[config.mk]
export PLATFORM = sky130hd
export DESIGN_NAME = circular_deque_unit
export DESIGN_NICKNAME = d
export VERILOG_FILES = /design/src/design/cdq_pkg.sv /design/src/design/circular_deque_unit.sv /design/src/design/cdq_ctrl.sv /design/src/design/cdq_datapath.sv
export VERILOG_INCLUDE_DIRS = /design/src /design/src/design
export SDC_FILE = /design/constraint.sdc
export NUM_CORES = 1
export LEC_CHECK = 0
export BUFFER_PORTS_ARGS = -buffer_cell sky130_fd_sc_hd__clkbuf_2
export CAP_MARGIN = 20
export CORE_ASPECT_RATIO = 0.7
export CORE_MARGIN = 2
export CORE_UTILIZATION = 45
export DETAILED_ROUTE_END_ITERATION = 8
export PLACE_DENSITY = 0.6
export SYNTH_ARGS = -nofsm -noshare
export SYNTH_HDL_FRONTEND = slang
export SYNTH_SLANG_ARGS = --single-unit
[constraint.sdc]
create_clock -name clk -period 6.4 [get_ports clk]
set_input_delay 0.96 -clock clk [delete_from_list [all_inputs] [get_ports clk]]
set_output_delay 0.96 -clock clk [all_outputs]
set_load 0.1 [all_outputs]
[src/design/circular_deque_unit_macros.svh]
// Assertion macros shared by the circular deque modules.
// Expects clk and arst_n to be visible in the module that uses them.
`ifndef CIRCULAR_DEQUE_UNIT_MACROS_SVH
`define CIRCULAR_DEQUE_UNIT_MACROS_SVH

// Consequent checked in the same cycle as the antecedent.
`define CDQ_ASSERT_NOW(lbl, ante, cons, msg) \
	lbl: assert property (@(posedge clk) disable iff (!arst_n) (ante) |-> (cons)) \
		else $error(msg);

// Consequent checked in the cycle after the antecedent.
`define CDQ_ASSERT_NEXT(lbl, ante, cons, msg) \
	lbl: assert property (@(posedge clk) disable iff (!arst_n) (ante) |=> (cons)) \
		else $error(msg);

`endif

[src/design/cdq_pkg.sv]
// Types, codes and constants of the circular deque unit.
// No dependencies; imported by every module of the block.
package cdq_pkg;

	localparam int unsigned SLOTS_DEF  = 16;
	localparam int unsigned CAP_W      = 4;
	localparam logic [CAP_W-1:0] CAP_RESET = 4'd15;
	localparam int unsigned DATA_W     = 32;
	localparam int unsigned PADDR_W    = 3;
	localparam int unsigned PDATA_W    = 32;
	localparam logic REG_CAPACITY      = 1'b0;
	localparam logic signed [DATA_W-1:0] EMPTY_WORD = -32'sd1;

	localparam logic [2:0] FUNC_PUSH_FRONT = 3'd0;
	localparam logic [2:0] FUNC_PUSH_REAR  = 3'd1;
	localparam logic [2:0] FUNC_POP_FRONT  = 3'd2;
	localparam logic [2:0] FUNC_POP_REAR   = 3'd3;

	typedef struct packed {
		logic [2:0]               func;
		logic signed [DATA_W-1:0] data;
	} req_t;

	typedef struct packed {
		logic signed [DATA_W-1:0] front_value;
		logic signed [DATA_W-1:0] rear_value;
		logic                     is_empty;
		logic                     is_full;
		logic                     ignored;
	} rsp_t;

	typedef enum logic [1:0] {
		ST_IDLE,
		ST_READ,
		ST_RESP
	} ctrl_state_t;

	typedef struct packed {
		logic op_en;
		logic rd_en;
	} dp_cmd_t;

	typedef struct packed {
		logic                 wr_en;
		logic [CAP_W-1:0]     capacity;
	} cfg_cmd_t;

endpackage

[src/design/circular_deque_unit.sv]
// Top level of the circular deque unit: APB register decode and module wiring.
// Depends on cdq_pkg, cdq_ctrl and cdq_datapath.
//
// Usage: each request transfer (req_valid, req_stall, req_data) carries one
// operation: push front, push rear, pop front, pop rear or query. Every request
// yields exactly one response transfer (rsp_valid, rsp_stall, rsp_data) with
// the front and rear words after the operation (-1 when empty), the empty and
// full flags, and a flag set when a push met a full ring or a pop an empty one.
// A taken request updates the ring; both ends of the ring store are then read
// into registers, and the response follows, so no new request is taken while
// one is in flight. The next request is taken in the same cycle its
// predecessor's response transfers. While the receiver stalls, the response
// holds and req_stall stays high. Reset empties the deque and sets the
// capacity to fifteen; store contents are not cleared, and the block accepts
// requests right after reset. Writing the capacity register at addresses zero
// to three also empties the deque; a capacity of zero acts as one.
//
module circular_deque_unit import cdq_pkg::*; #(
	parameter int unsigned SLOTS = SLOTS_DEF
) (
	input  logic               clk,
	input  logic               arst_n,
	input  logic               req_valid,
	output logic               req_stall,
	input  req_t               req_data,
	output logic               rsp_valid,
	input  logic               rsp_stall,
	output rsp_t               rsp_data,
	input  logic               psel,
	input  logic               penable,
	input  logic               pwrite,
	input  logic [PADDR_W-1:0] paddr,
	input  logic [PDATA_W-1:0] pwdata,
	output logic [PDATA_W-1:0] prdata,
	output logic               pready
);

	dp_cmd_t          cmd;
	cfg_cmd_t         cfg;
	logic [CAP_W-1:0] capacity;
	logic             reg_sel;

	assign pready       = 1'b1;
	assign reg_sel      = paddr[PADDR_W-1];
	assign cfg.wr_en    = psel && penable && pwrite && pready && (reg_sel == REG_CAPACITY);
	assign cfg.capacity = pwdata[CAP_W-1:0];
	assign prdata       = (reg_sel == REG_CAPACITY) ? PDATA_W'(capacity) : '0;

	cdq_ctrl u_ctrl (
		.clk       (clk),
		.arst_n    (arst_n),
		.req_valid (req_valid),
		.req_stall (req_stall),
		.rsp_valid (rsp_valid),
		.rsp_stall (rsp_stall),
		.cmd       (cmd)
	);

	cdq_datapath #(
		.SLOTS (SLOTS)
	) u_datapath (
		.clk      (clk),
		.arst_n   (arst_n),
		.cmd      (cmd),
		.cfg      (cfg),
		.req_data (req_data),
		.rsp_data (rsp_data),
		.capacity (capacity)
	);

endmodule

[src/design/cdq_ctrl.sv]
// Transfer sequencer of the circular deque unit.
// Depends on cdq_pkg and circular_deque_unit_macros.svh.
`include "circular_deque_unit_macros.svh"

module cdq_ctrl import cdq_pkg::*; (
	input  logic    clk,
	input  logic    arst_n,
	input  logic    req_valid,
	output logic    req_stall,
	output logic    rsp_valid,
	input  logic    rsp_stall,
	output dp_cmd_t cmd
);

	ctrl_state_t state_q, state_nxt;

	always_ff @(posedge clk or negedge arst_n) begin
		if (!arst_n) begin
			state_q <= ST_IDLE;
		end else begin
			state_q <= state_nxt;
		end
	end

	always_comb begin
		state_nxt = state_q;
		req_stall = 1'b1;
		rsp_valid = 1'b0;
		cmd       = '0;
		case (state_q)
			ST_IDLE: begin
				req_stall = 1'b0;
				if (req_valid) begin
					state_nxt = ST_READ;
				end
			end
			ST_READ: begin
				cmd.rd_en = 1'b1;
				state_nxt = ST_RESP;
			end
			ST_RESP: begin
				rsp_valid = 1'b1;
				req_stall = rsp_stall;
				if (!rsp_stall && req_valid) begin
					state_nxt = ST_READ;
				end else if (!rsp_stall) begin
					state_nxt = ST_IDLE;
				end
			end
			default: begin
				state_nxt = ST_IDLE;
			end
		endcase
		cmd.op_en = req_valid && !req_stall;
	end

	`CDQ_ASSERT_NOW(a_hold_input, rsp_valid && rsp_stall, req_stall, "Input taken while result held")
	`CDQ_ASSERT_NEXT(a_op_reads, cmd.op_en, cmd.rd_en, "Accepted transfer not followed by a read")

endmodule

[src/design/cdq_datapath.sv]
// Ring store, head and tail indices and result registers of the deque.
// Depends on cdq_pkg and circular_deque_unit_macros.svh.
`include "circular_deque_unit_macros.svh"

module cdq_datapath import cdq_pkg::*; #(
	parameter int unsigned SLOTS = SLOTS_DEF
) (
	input  logic             clk,
	input  logic             arst_n,
	input  dp_cmd_t          cmd,
	input  cfg_cmd_t         cfg,
	input  req_t             req_data,
	output rsp_t             rsp_data,
	output logic [CAP_W-1:0] capacity
);

	localparam int unsigned IW = (SLOTS > 1) ? $clog2(SLOTS) : 1;

	function automatic logic [IW-1:0] step_fwd(input logic [IW-1:0] i,
		input logic [IW-1:0] last);
		step_fwd = (i == last) ? '0 : i + 1'b1;
	endfunction

	function automatic logic [IW-1:0] step_back(input logic [IW-1:0] i,
		input logic [IW-1:0] last);
		step_back = (i == '0) ? last : i - 1'b1;
	endfunction

	function automatic logic [IW-1:0] last_of(input logic [CAP_W-1:0] cap);
		logic [CAP_W-1:0] cap_eff;
		cap_eff = (cap == '0) ? CAP_W'(1) : cap;
		if (32'(cap_eff) > 32'(SLOTS - 1)) begin
			last_of = IW'(SLOTS - 1);
		end else begin
			last_of = IW'(cap_eff);
		end
	endfunction

	logic signed [DATA_W-1:0] ring_mem [SLOTS];
	logic signed [DATA_W-1:0] front_rd_q, rear_rd_q;
	logic [IW-1:0]            head_q, tail_q, last_q;
	logic [CAP_W-1:0]         cap_q;
	logic                     ign_q;

	logic [IW-1:0] head_nxt, tail_nxt, wr_addr;
	logic          wr_en, ign_nxt, empty_now, full_now;

	assign empty_now = (head_q == tail_q);
	assign full_now  = (head_q == step_fwd(tail_q, last_q));

	always_comb begin
		head_nxt = head_q;
		tail_nxt = tail_q;
		wr_addr  = tail_q;
		wr_en    = 1'b0;
		ign_nxt  = 1'b0;
		case (req_data.func)
			FUNC_PUSH_FRONT: begin
				if (full_now) begin
					ign_nxt = 1'b1;
				end else begin
					head_nxt = step_back(head_q, last_q);
					wr_addr  = head_nxt;
					wr_en    = 1'b1;
				end
			end
			FUNC_PUSH_REAR: begin
				if (full_now) begin
					ign_nxt = 1'b1;
				end else begin
					tail_nxt = step_fwd(tail_q, last_q);
					wr_en    = 1'b1;
				end
			end
			FUNC_POP_FRONT: begin
				if (empty_now) begin
					ign_nxt = 1'b1;
				end else begin
					head_nxt = step_fwd(head_q, last_q);
				end
			end
			FUNC_POP_REAR: begin
				if (empty_now) begin
					ign_nxt = 1'b1;
				end else begin
					tail_nxt = step_back(tail_q, last_q);
				end
			end
			default: begin
			end
		endcase
	end

	always_ff @(posedge clk or negedge arst_n) begin
		if (!arst_n) begin
			head_q <= '0;
			tail_q <= '0;
			cap_q  <= CAP_RESET;
			last_q <= last_of(CAP_RESET);
			ign_q  <= 1'b0;
		end else if (cfg.wr_en) begin
			head_q <= '0;
			tail_q <= '0;
			cap_q  <= cfg.capacity;
			last_q <= last_of(cfg.capacity);
		end else if (cmd.op_en) begin
			head_q <= head_nxt;
			tail_q <= tail_nxt;
			ign_q  <= ign_nxt;
		end
	end

	always_ff @(posedge clk) begin
		if (cmd.op_en && wr_en) begin
			ring_mem[wr_addr] <= req_data.data;
		end
		if (cmd.rd_en) begin
			front_rd_q <= ring_mem[head_q];
			rear_rd_q  <= ring_mem[step_back(tail_q, last_q)];
		end
	end

	assign rsp_data.front_value = empty_now ? EMPTY_WORD : front_rd_q;
	assign rsp_data.rear_value  = empty_now ? EMPTY_WORD : rear_rd_q;
	assign rsp_data.is_empty    = empty_now;
	assign rsp_data.is_full     = full_now;
	assign rsp_data.ignored     = ign_q;
	assign capacity             = cap_q;

	`CDQ_ASSERT_NOW(a_head_range, 1'b1, head_q <= last_q, "Head index beyond ring")
	`CDQ_ASSERT_NOW(a_tail_range, 1'b1, tail_q <= last_q, "Tail index beyond ring")
	`CDQ_ASSERT_NOW(a_empty_full, empty_now, !full_now, "Ring reports empty and full")

endmodule
======== Word-level counts from Yosys, hierarchy flattened ========
Memory sizes are Yosys's and may differ from the RTL's. A register that Yosys moved wholly into a read port is not among the register bits.
Index checks and enable logic that the tools add are counted.
cells by class
  add/subtract/negate cells ............... 4
  $mul .................................... 0
  div/mod/pow operators ................... 0
  magnitude comparators ................... 0
  equal/unequal tests ..................... 15
  shifts and indexed selects .............. 0
  multiplexer cells ....................... 34
  bitwise logic cells ..................... 2
  reductions and logical operators ........ 22
operators by type and width
  operator               count
  $mux W32               2
  $mux W4                16
  $eq A4 B4 Y1           4
  $pmux W4 S2            2
  $logic_not A4 Y1       3
  $ne A3 B3 Y1 const B   4
  $add A4 B1 Y4 const B  2
  $mux W1                8
  $reduce_and A4 Y1      2
  $sub A4 B1 Y4 const B  2
  $eq A3 B2 Y1 const B   2
  $logic_and A1 B1 Y1    6
  $mux W2                3
  $pmux W2 S3            1
  $reduce_bool A3 Y1     2
  $pmux W1 S2            2
  $reduce_and A2 Y1      2
  $reduce_or A2 Y1       2
  $eq A3 B1 Y1 const B   1
  $logic_not A3 Y1       1
  $ne A3 B2 Y1 const B   1
  $eq A2 B1 Y1 const B   1
  $eq A2 B2 Y1 const B   1
  $logic_not A1 Y1       2
  4 further kinds        5
word-level totals
  flip-flop bits (word level) ............. 19
  bits in latches ......................... 0
  bits in writable memories ............... 512
  memory bits (read-only) ................. 0
  bits of input ports ..................... 77
  output and inout bits ................... 102
  logic and storage cells ................. 84
  memories ................................ 1
memories
  memory               words  width  read ports  clocked after Yosys merged registers in  wr ports  line                text
  u_datapath.ring_mem  16     32     2           2                                        1         cdq_datapath.sv:39  logic signed [DATA_W-1:0] ring_mem [SLOTS];

======== Logic depth before layout (Yosys ltp) ========
Gate-level depths: netlist of run 1.
  depth after elaboration ................. 8
  mapped depth ............................ 13

======== Cells and area by module ========
From an unflattened synthesis of run 1, not the netlist that was laid out.
unflattened totals
  cells, all modules ...................... 1417
  area, all modules ....................... 27689.1 sq um
by module, submodules not included
  module               instances  cells each  area an instance (sq um)  sequential area each (sq um)
  cdq_datapath         1          1370        27311.2                   17732.0
  circular_deque_unit  1          36          270.3                     0.0
  cdq_ctrl             1          11          107.6                     50.0

======== Worst setup path before layout of run 1 ========
No wires, ideal clock.
  path type ............................... register to register
  from .................................... register u_datapath.head_q[0]
  to ...................................... memory u_datapath.ring_mem[7][0], enable pin
  library setup time ...................... 0.421 ns
  arrival ................................. 3.374 ns
  required time ........................... 5.979 ns
  slack ................................... 2.605 ns
  stages on the path, launching flop included .. 11
  path buffers ............................ 3
  clock period less this slack ............ 3.795 ns
  cell sequence ........................... dfrtp_1 > buf_2 > buf_2 > buf_2 > inv_1 > ha_1 > nor2_1 > nor2_1 > o21ai_0 > a31oi_1 > nor2_1
on the way
  word-level cells in the longest chain between the ends .. 6
ends and longest elaborated chain
  item                                                                   line                 text
  from (decl)                                                            cdq_datapath.sv:41   logic [IW-1:0] head_q, tail_q, last_q;
  from (signal assigned)                                                 cdq_datapath.sv:107  head_q <= head_nxt;
  parallel branches: the longest is 6 deep, another holds $sub A4 B1 Y4  -
  to (decl)                                                              cdq_datapath.sv:39
Several ways; the timed one is not identified.

==> results of run 1 <==
==> registers in the layout, indices dropped and copies added (netlist names) <==
name / flops
u_datapath.tail_q: 4
u_datapath.head_q: 4
u_datapath.front_rd_q: 32
u_datapath.last_q: 4
u_datapath.rear_rd_q: 32
u_datapath.ring_mem: 512
u_datapath.ign_q: 1
u_ctrl.state_q: 2
u_datapath.capacity: 4
==> metrics by stage <==
stage | hold WS (ps) | cells | worst slack, ps | util [%] | cell area, um^2
2_1_floorplan | 436 | 1388 | 2600 | - | 27600
3_3_place_gp | 448 | 2223 | 1960 | 48.2 | 29000
3_5_place_dp | 447 | 2223 | 2020 | 48.2 | 29000
4_1_cts | 287 | 2332 | 1770 | 51.3 | 30800
5_1_grt | 311 | 2333 | 1660 | 51.3 | 30800
6_report | 308 | 2334 | 1890 | 51.3 | 30800
==> critical path, cell delays in order, from the launching register on <==
cell	delay, ps
dfrtp_4	830
buf_4	570
xnor2_1	130
nand4_1	120
buf_4	530
nand2b_1	260
clkbuf_2	430
==> area by class of cell <==
| type | instances | area share (%) |
|---|---|---|
| diodes | 2 | 0.0162 |
| clock buffers | 66 | 4.87 |
| clock inverters | 43 | 1.03 |
| inverters | 12 | 0.146 |
| multi-input cells | 656 | 29.9 |
| flip-flops and latches | 595 | 57.7 |
| well taps | 808 | 3.28 |
| repair buffers | 152 | 3.06 |
==> synth_stat cells (8+ instances only) <==
| cell type | n | area, um^2 |
|---|---|---|
| nor2b_1 | 8 | 50.1 |
| inv_1 | 12 | 45.0 |
| mux2i_1 | 98 | 981 |
| dfrtp_1 | 11 | 275 |
| dfstp_2 | 8 | 210 |
| nand2_1 | 36 | 135 |
| nand2b_1 | 67 | 419 |
| edfxtp_1 | 576 | 17300 |
| clkbuf_1 | 31 | 116 |
| mux4_2 | 288 | 6490 |
| buf_2 | 32 | 160 |
| nor2_1 | 33 | 124 |
| xnor2_1 | 11 | 96.3 |
| buf_1 | 14 | 52.6 |
| buf_4 | 39 | 293 |
==> cells by family (layout without fill, tap and decap cells) <==
logic type / Yosys count / in the layout / synth area share [%]
flip-flops: 595 / 595 / 64.6
AO/OA/AOI/OAI: 56 / 56 / 1.56
adder cells (fa/ha/maj): 4 / 4 / 0.182
buffers and inverters: 137 / 273 / 2.76
multiplexers: 386 / 386 / 27.1
other: 2 / 31 / 0.0273
XOR/XNOR: 15 / 15 / 0.532
AND/OR/NAND/NOR: 166 / 166 / 3.17
==> metal layers <==
| layer | global-route usage [%] | wire length, um | share of wire, % | up-vias |
|---|---|---|---|---|
| li1 | - | - | - | 5918 |
| met2 | 35.0 | 32600 | 49 | 514 |
| met3 | 3.59 | 4120 | 6.2 | 81 |
| met5 | 0 | 13 | 0.020 | - |
| met4 | 4.74 | 1180 | 1.8 | 2 |
| met1 | 30.8 | 28700 | 43 | 7663 |
==> worst paths after layout <==
kind | start | to | slack (ps) | cells after the start
worst max-delay path | u_datapath.head_q[2] | rsp_data[58] | 1890 | 6
max in group asynchronous | arst_n | u_datapath.head_q[0] | 5700 | 1
worst max register to register | u_datapath.head_q[1] | u_datapath.ring_mem[0][25] | 2080 | 8
worst min register to register | u_datapath.capacity[2] | u_datapath.capacity[2] | 460 | 2
min in group clk | u_datapath.capacity[2] | u_datapath.capacity[2] | 460 | 2
worst min-delay path | arst_n | u_datapath.head_q[1] | 310 | 1
==> impl_metrics.json, run 1 <==
{
  "status": "finished clean",
  "port_buffers": 119,
  "wirelength_um": 66600,
  "netlist_area_um2": 27500,
  "final_cell_mix": "edfxtp_1, mux4_2, clkbuf_2",
  "yosysWarnings": 0,
  "start_util_pct": 45.7,
  "fmax_mhz": 222,
  "synth.avg_cell_area_um2": 20.2,
  "gp_congestion": 0.799,
  "dp_hpwl_um": 36100,
  "grt_max_degree": 92,
  "die_area_um2": 63200,
  "track_usage_pct": 21.5,
  "ys_seq_elements": 595,
  "grt_pass1_vias": 14500,
  "vias_per_cell": 6.07,
  "die_h_um": 211,
  "nFillCells": 4748,
  "drive_gt1_share_pct": 37.5,
  "numCtsBuffers": 59,
  "hold_class": "in2async",
  "worstMarginPinSlew_ps": 1080,
  "top_level_ports": 179,
  "coreArea_um2": 60200,
  "hold_viol_final": 0,
  "tns_ps": 0,
  "finalCriticalPeriod_ps": 4510,
  "fin_worst_skew_ps": 14.3,
  "maxCapViolations": 0,
  "regArea_um2": 17800,
  "rows": 75,
  "synthToLayoutAreaGrowth_pct": 12.1,
  "synth_seq_area_share_pct": 64.6,
  "startpoint_type": "flip-flop",
  "ctsHoldBuffers": 0,
  "clockBufferDepth": 3,
  "vias": 14200,
  "criticalPathCategory": "reg2out",
  "grt_pass1_wl_um": 98400,
  "first_iter_violations": 1456,
  "clock-sinks": 595,
  "netlist_instances": 1361,
  "synth_edf_count": 576,
  "timing.final.crit_share_pct": 70.4,
  "wl_per_cell_um": 28.5,
  "post_cts_resized": 0,
  "multi_input_area_um2": 9220,
  "h-tree-depth": 2,
  "cts_tree": "built",
  "async_flop_share_pct": 3.19,
  "ant_nets": 0,
  "clk_pin_slew_worst_paths_ps": 60,
  "antenna_found_initial": 2,
  "final_common_cell": "edfxtp_1",
  "cts_root_buffer": "clkbuf_16",
  "post-cts-setup-buffers": 0,
  "yosysUniqueCellTypes": 57,
  "grt_remaining_overflow": 0,
  "clk_latency_ps": 620,
  "crit_required_ps": 5440,
  "drc_errors": 0,
  "drt_first_pass_iters": 5,
  "setup_viol": 0,
  "dominantRegCellSynth": "edfxtp_1",
  "maxSlewHeadroom_pct": 27.6,
  "fp.dieW_um": 300,
  "final_nets": 1557,
  "end_kind": "primary output",
  "cp_data_arrival_time_ps": 3550,
  "slew_violations": 0,
  "crit_path_max_fanout": 44,
  "rsz0062_at_grt": "no"
}
Power of run 1 is not shown: default switching activity piles up to over one toggle a cycle in this logic, so the estimate is an artifact.
==> run 2: changes to the inputs <==
Clock period 6.4 ns to 4.2 ns, I/O delays scaled along.
==> run 2 against run 1 <==
  * Global-route usage shrank 0.18 points
  * Sequential share of layout area shrank 0.57 points
  * Setup slack lost 1600 ps
  * Die area is the same
  * Count of clock-buffer cells in the layout is the same
  * Routed wire length shrank 0.66%
  * Non-clock buffer count grew 21
  * Hold slack lost 99 ps
  * Register-to-register slack lost 1400 ps
  * Cell area grew 0.99%
  * Flip-flop and latch count is the same
  * Critical endpoint is now rsp_data[7]
==> impl_metrics.json, run 2 (synthesis gave the netlist of run 1 again) <==
{
  "status": "finished clean",
  "die_h_um": 211,
  "fin_worst_skew_ps": 23.5,
  "hold_class": "in2reg",
  "ant_nets": 0,
  "cts_tree": "built",
  "final_common_cell": "edfxtp_1",
  "clockBufferDepth": 3,
  "cp-endpoint": "rsp_data[7]",
  "rsz0062_at_grt": "no",
  "vias_per_cell": 6.08,
  "slew_violations": 0,
  "grt_pass1_wl_um": 97400,
  "use_met2_pct": 33.9,
  "vias": 14300,
  "h-tree-depth": 2,
  "crit_path_max_fanout": 16,
  "timing.final.crit_share_pct": 94.1,
  "end_kind": "primary output",
  "cp_data_arrival_time_ps": 3320,
  "met3_usage_pct": 3.72,
  "nFillCells": 4734,
  "reg2regPathDepth": 10,
  "fp.dieW_um": 300,
  "maxSlewHeadroom_pct": 28.3,
  "post-cts-setup-buffers": 0,
  "cts_root_buffer": "clkbuf_16",
  "criticalPathCategory": "reg2out",
  "rows": 75,
  "drt_first_pass_iters": 5,
  "synthToLayoutAreaGrowth_pct": 13.2,
  "clk_latency_ps": 630,
  "grt_util_met1_pct": 30.9,
  "grt_busiest_layer": "met2",
  "hold_viol_final": 0,
  "coreArea_um2": 60200,
  "drive_gt1_share_pct": 37.9,
  "r2r_end": "u_datapath.ring_mem[13][27]",
  "top_level_ports": 179,
  "setup_viol": 0,
  "fin_util_pct": 51.8,
  "tns_ps": 0,
  "finalCriticalPeriod_ps": 3950,
  "gp_congestion": 0.836,
  "pre_cts_slack_ps": 768,
  "clk_pin_slew_worst_paths_ps": 70,
  "grt_remaining_overflow": 0,
  "numCtsBuffers": 57,
  "top_regs": "u_datapath.ring_mem (512), u_datapath.front_rd_q (32), u_datapath.rear_rd_q (32)",
  "first_iter_violations": 1523,
  "startpoint_type": "flip-flop",
  "regMostFlops": "u_datapath.ring_mem",
  "track_usage_pct": 21.3,
  "wl_per_cell_um": 28.2,
  "largest_register_ffs": 512,
  "antenna_found_initial": 3,
  "clock-sinks": 595,
  "final_nets": 1576,
  "wirelength_um": 66200,
  "reg2reg_slack_ps": 730,
  "grt_pass1_vias": 14700,
  "maxCapViolations": 0,
  "start_util_pct": 45.7,
  "fmax_mhz": 253,
  "port_buffers": 119,
  "final_cell_mix": "edfxtp_1, mux4_2, clkbuf_2",
  "crit_required_ps": 3570,
  "worstSetupStartpoint": "u_datapath.tail_q[3]",
  "timing.rr.start": "u_datapath.tail_q[0]",
  "die_area_um2": 63200,
  "grt_max_degree": 76,
  "drc_errors": 0,
  "worstMarginPinSlew_ps": 1070,
  "dp_hpwl_um": 36900,
  "setup_slack_ps": 249
}
==> run 2: routing by layer <==
layer  vias to the layer above  share of wire [%]  wire length (um)
met5                         -              0.027                18
met3                        80                7.3              4830
met2                       588                 48             32000
met1                      7686                 43             28300
li1                       5945                  -                 -
met4                         2                1.7              1100
==> run 2: per-stage QoR <==
| stage | instance area, um^2 | std cells | hold WS [ps] |
|---|---|---|---|
| 2_1_floorplan | 27600 | 1388 | 334 |
| 3_3_place_gp | 29300 | 2243 | 446 |
| 3_5_place_dp | 29300 | 2243 | 451 |
| 4_1_cts | 31100 | 2349 | 179 |
| 5_1_grt | 31100 | 2351 | 220 |
| 6_report | 31100 | 2351 | 208 |
==> run 2: critical path: stages, from the launching register on <==
cell and delay (ps):
dfrtp_1 670, xnor2_1 180, nand4_1 660, buf_4 510, nand2b_1 190, clkbuf_2 480
==> run 2: timing repair <==
action / 4_1_cts / 5_1_grt
hold buffers: 1 / 0
gates resized for setup: 0 / 0
endpoints found under the hold margin: 11 / 0
==> run 2: worst min path at each step <==
stage / start / endpoint / depth (start not counted)
detailed placement: u_datapath.capacity[0] / u_datapath.capacity[0] / 2
finish: pwdata[0] / u_datapath.capacity[0] / 3
floorplan: arst_n / u_ctrl.state_q[0] / 0
CTS: pwdata[0] / u_datapath.capacity[0] / 3
global placement: u_datapath.capacity[3] / u_datapath.capacity[3] / 2
global route: pwdata[0] / u_datapath.capacity[0] / 3
==> run 2: layout make-up <==
| class | instances | area, um^2 | area share, % |
|---|---|---|---|
| antenna | 2 | 5.00 | 0.0161 |
| clock buffer | 66 | 1460 | 4.69 |
| clock inverter | 39 | 417 | 1.34 |
| inverter | 12 | 45.0 | 0.145 |
| multi-input combinational | 656 | 9220 | 29.6 |
| sequential | 595 | 17800 | 57.1 |
| tap | 808 | 1010 | 3.25 |
| timing repair buffer | 173 | 1190 | 3.82 |
Power of run 2 is left out for the same reason.
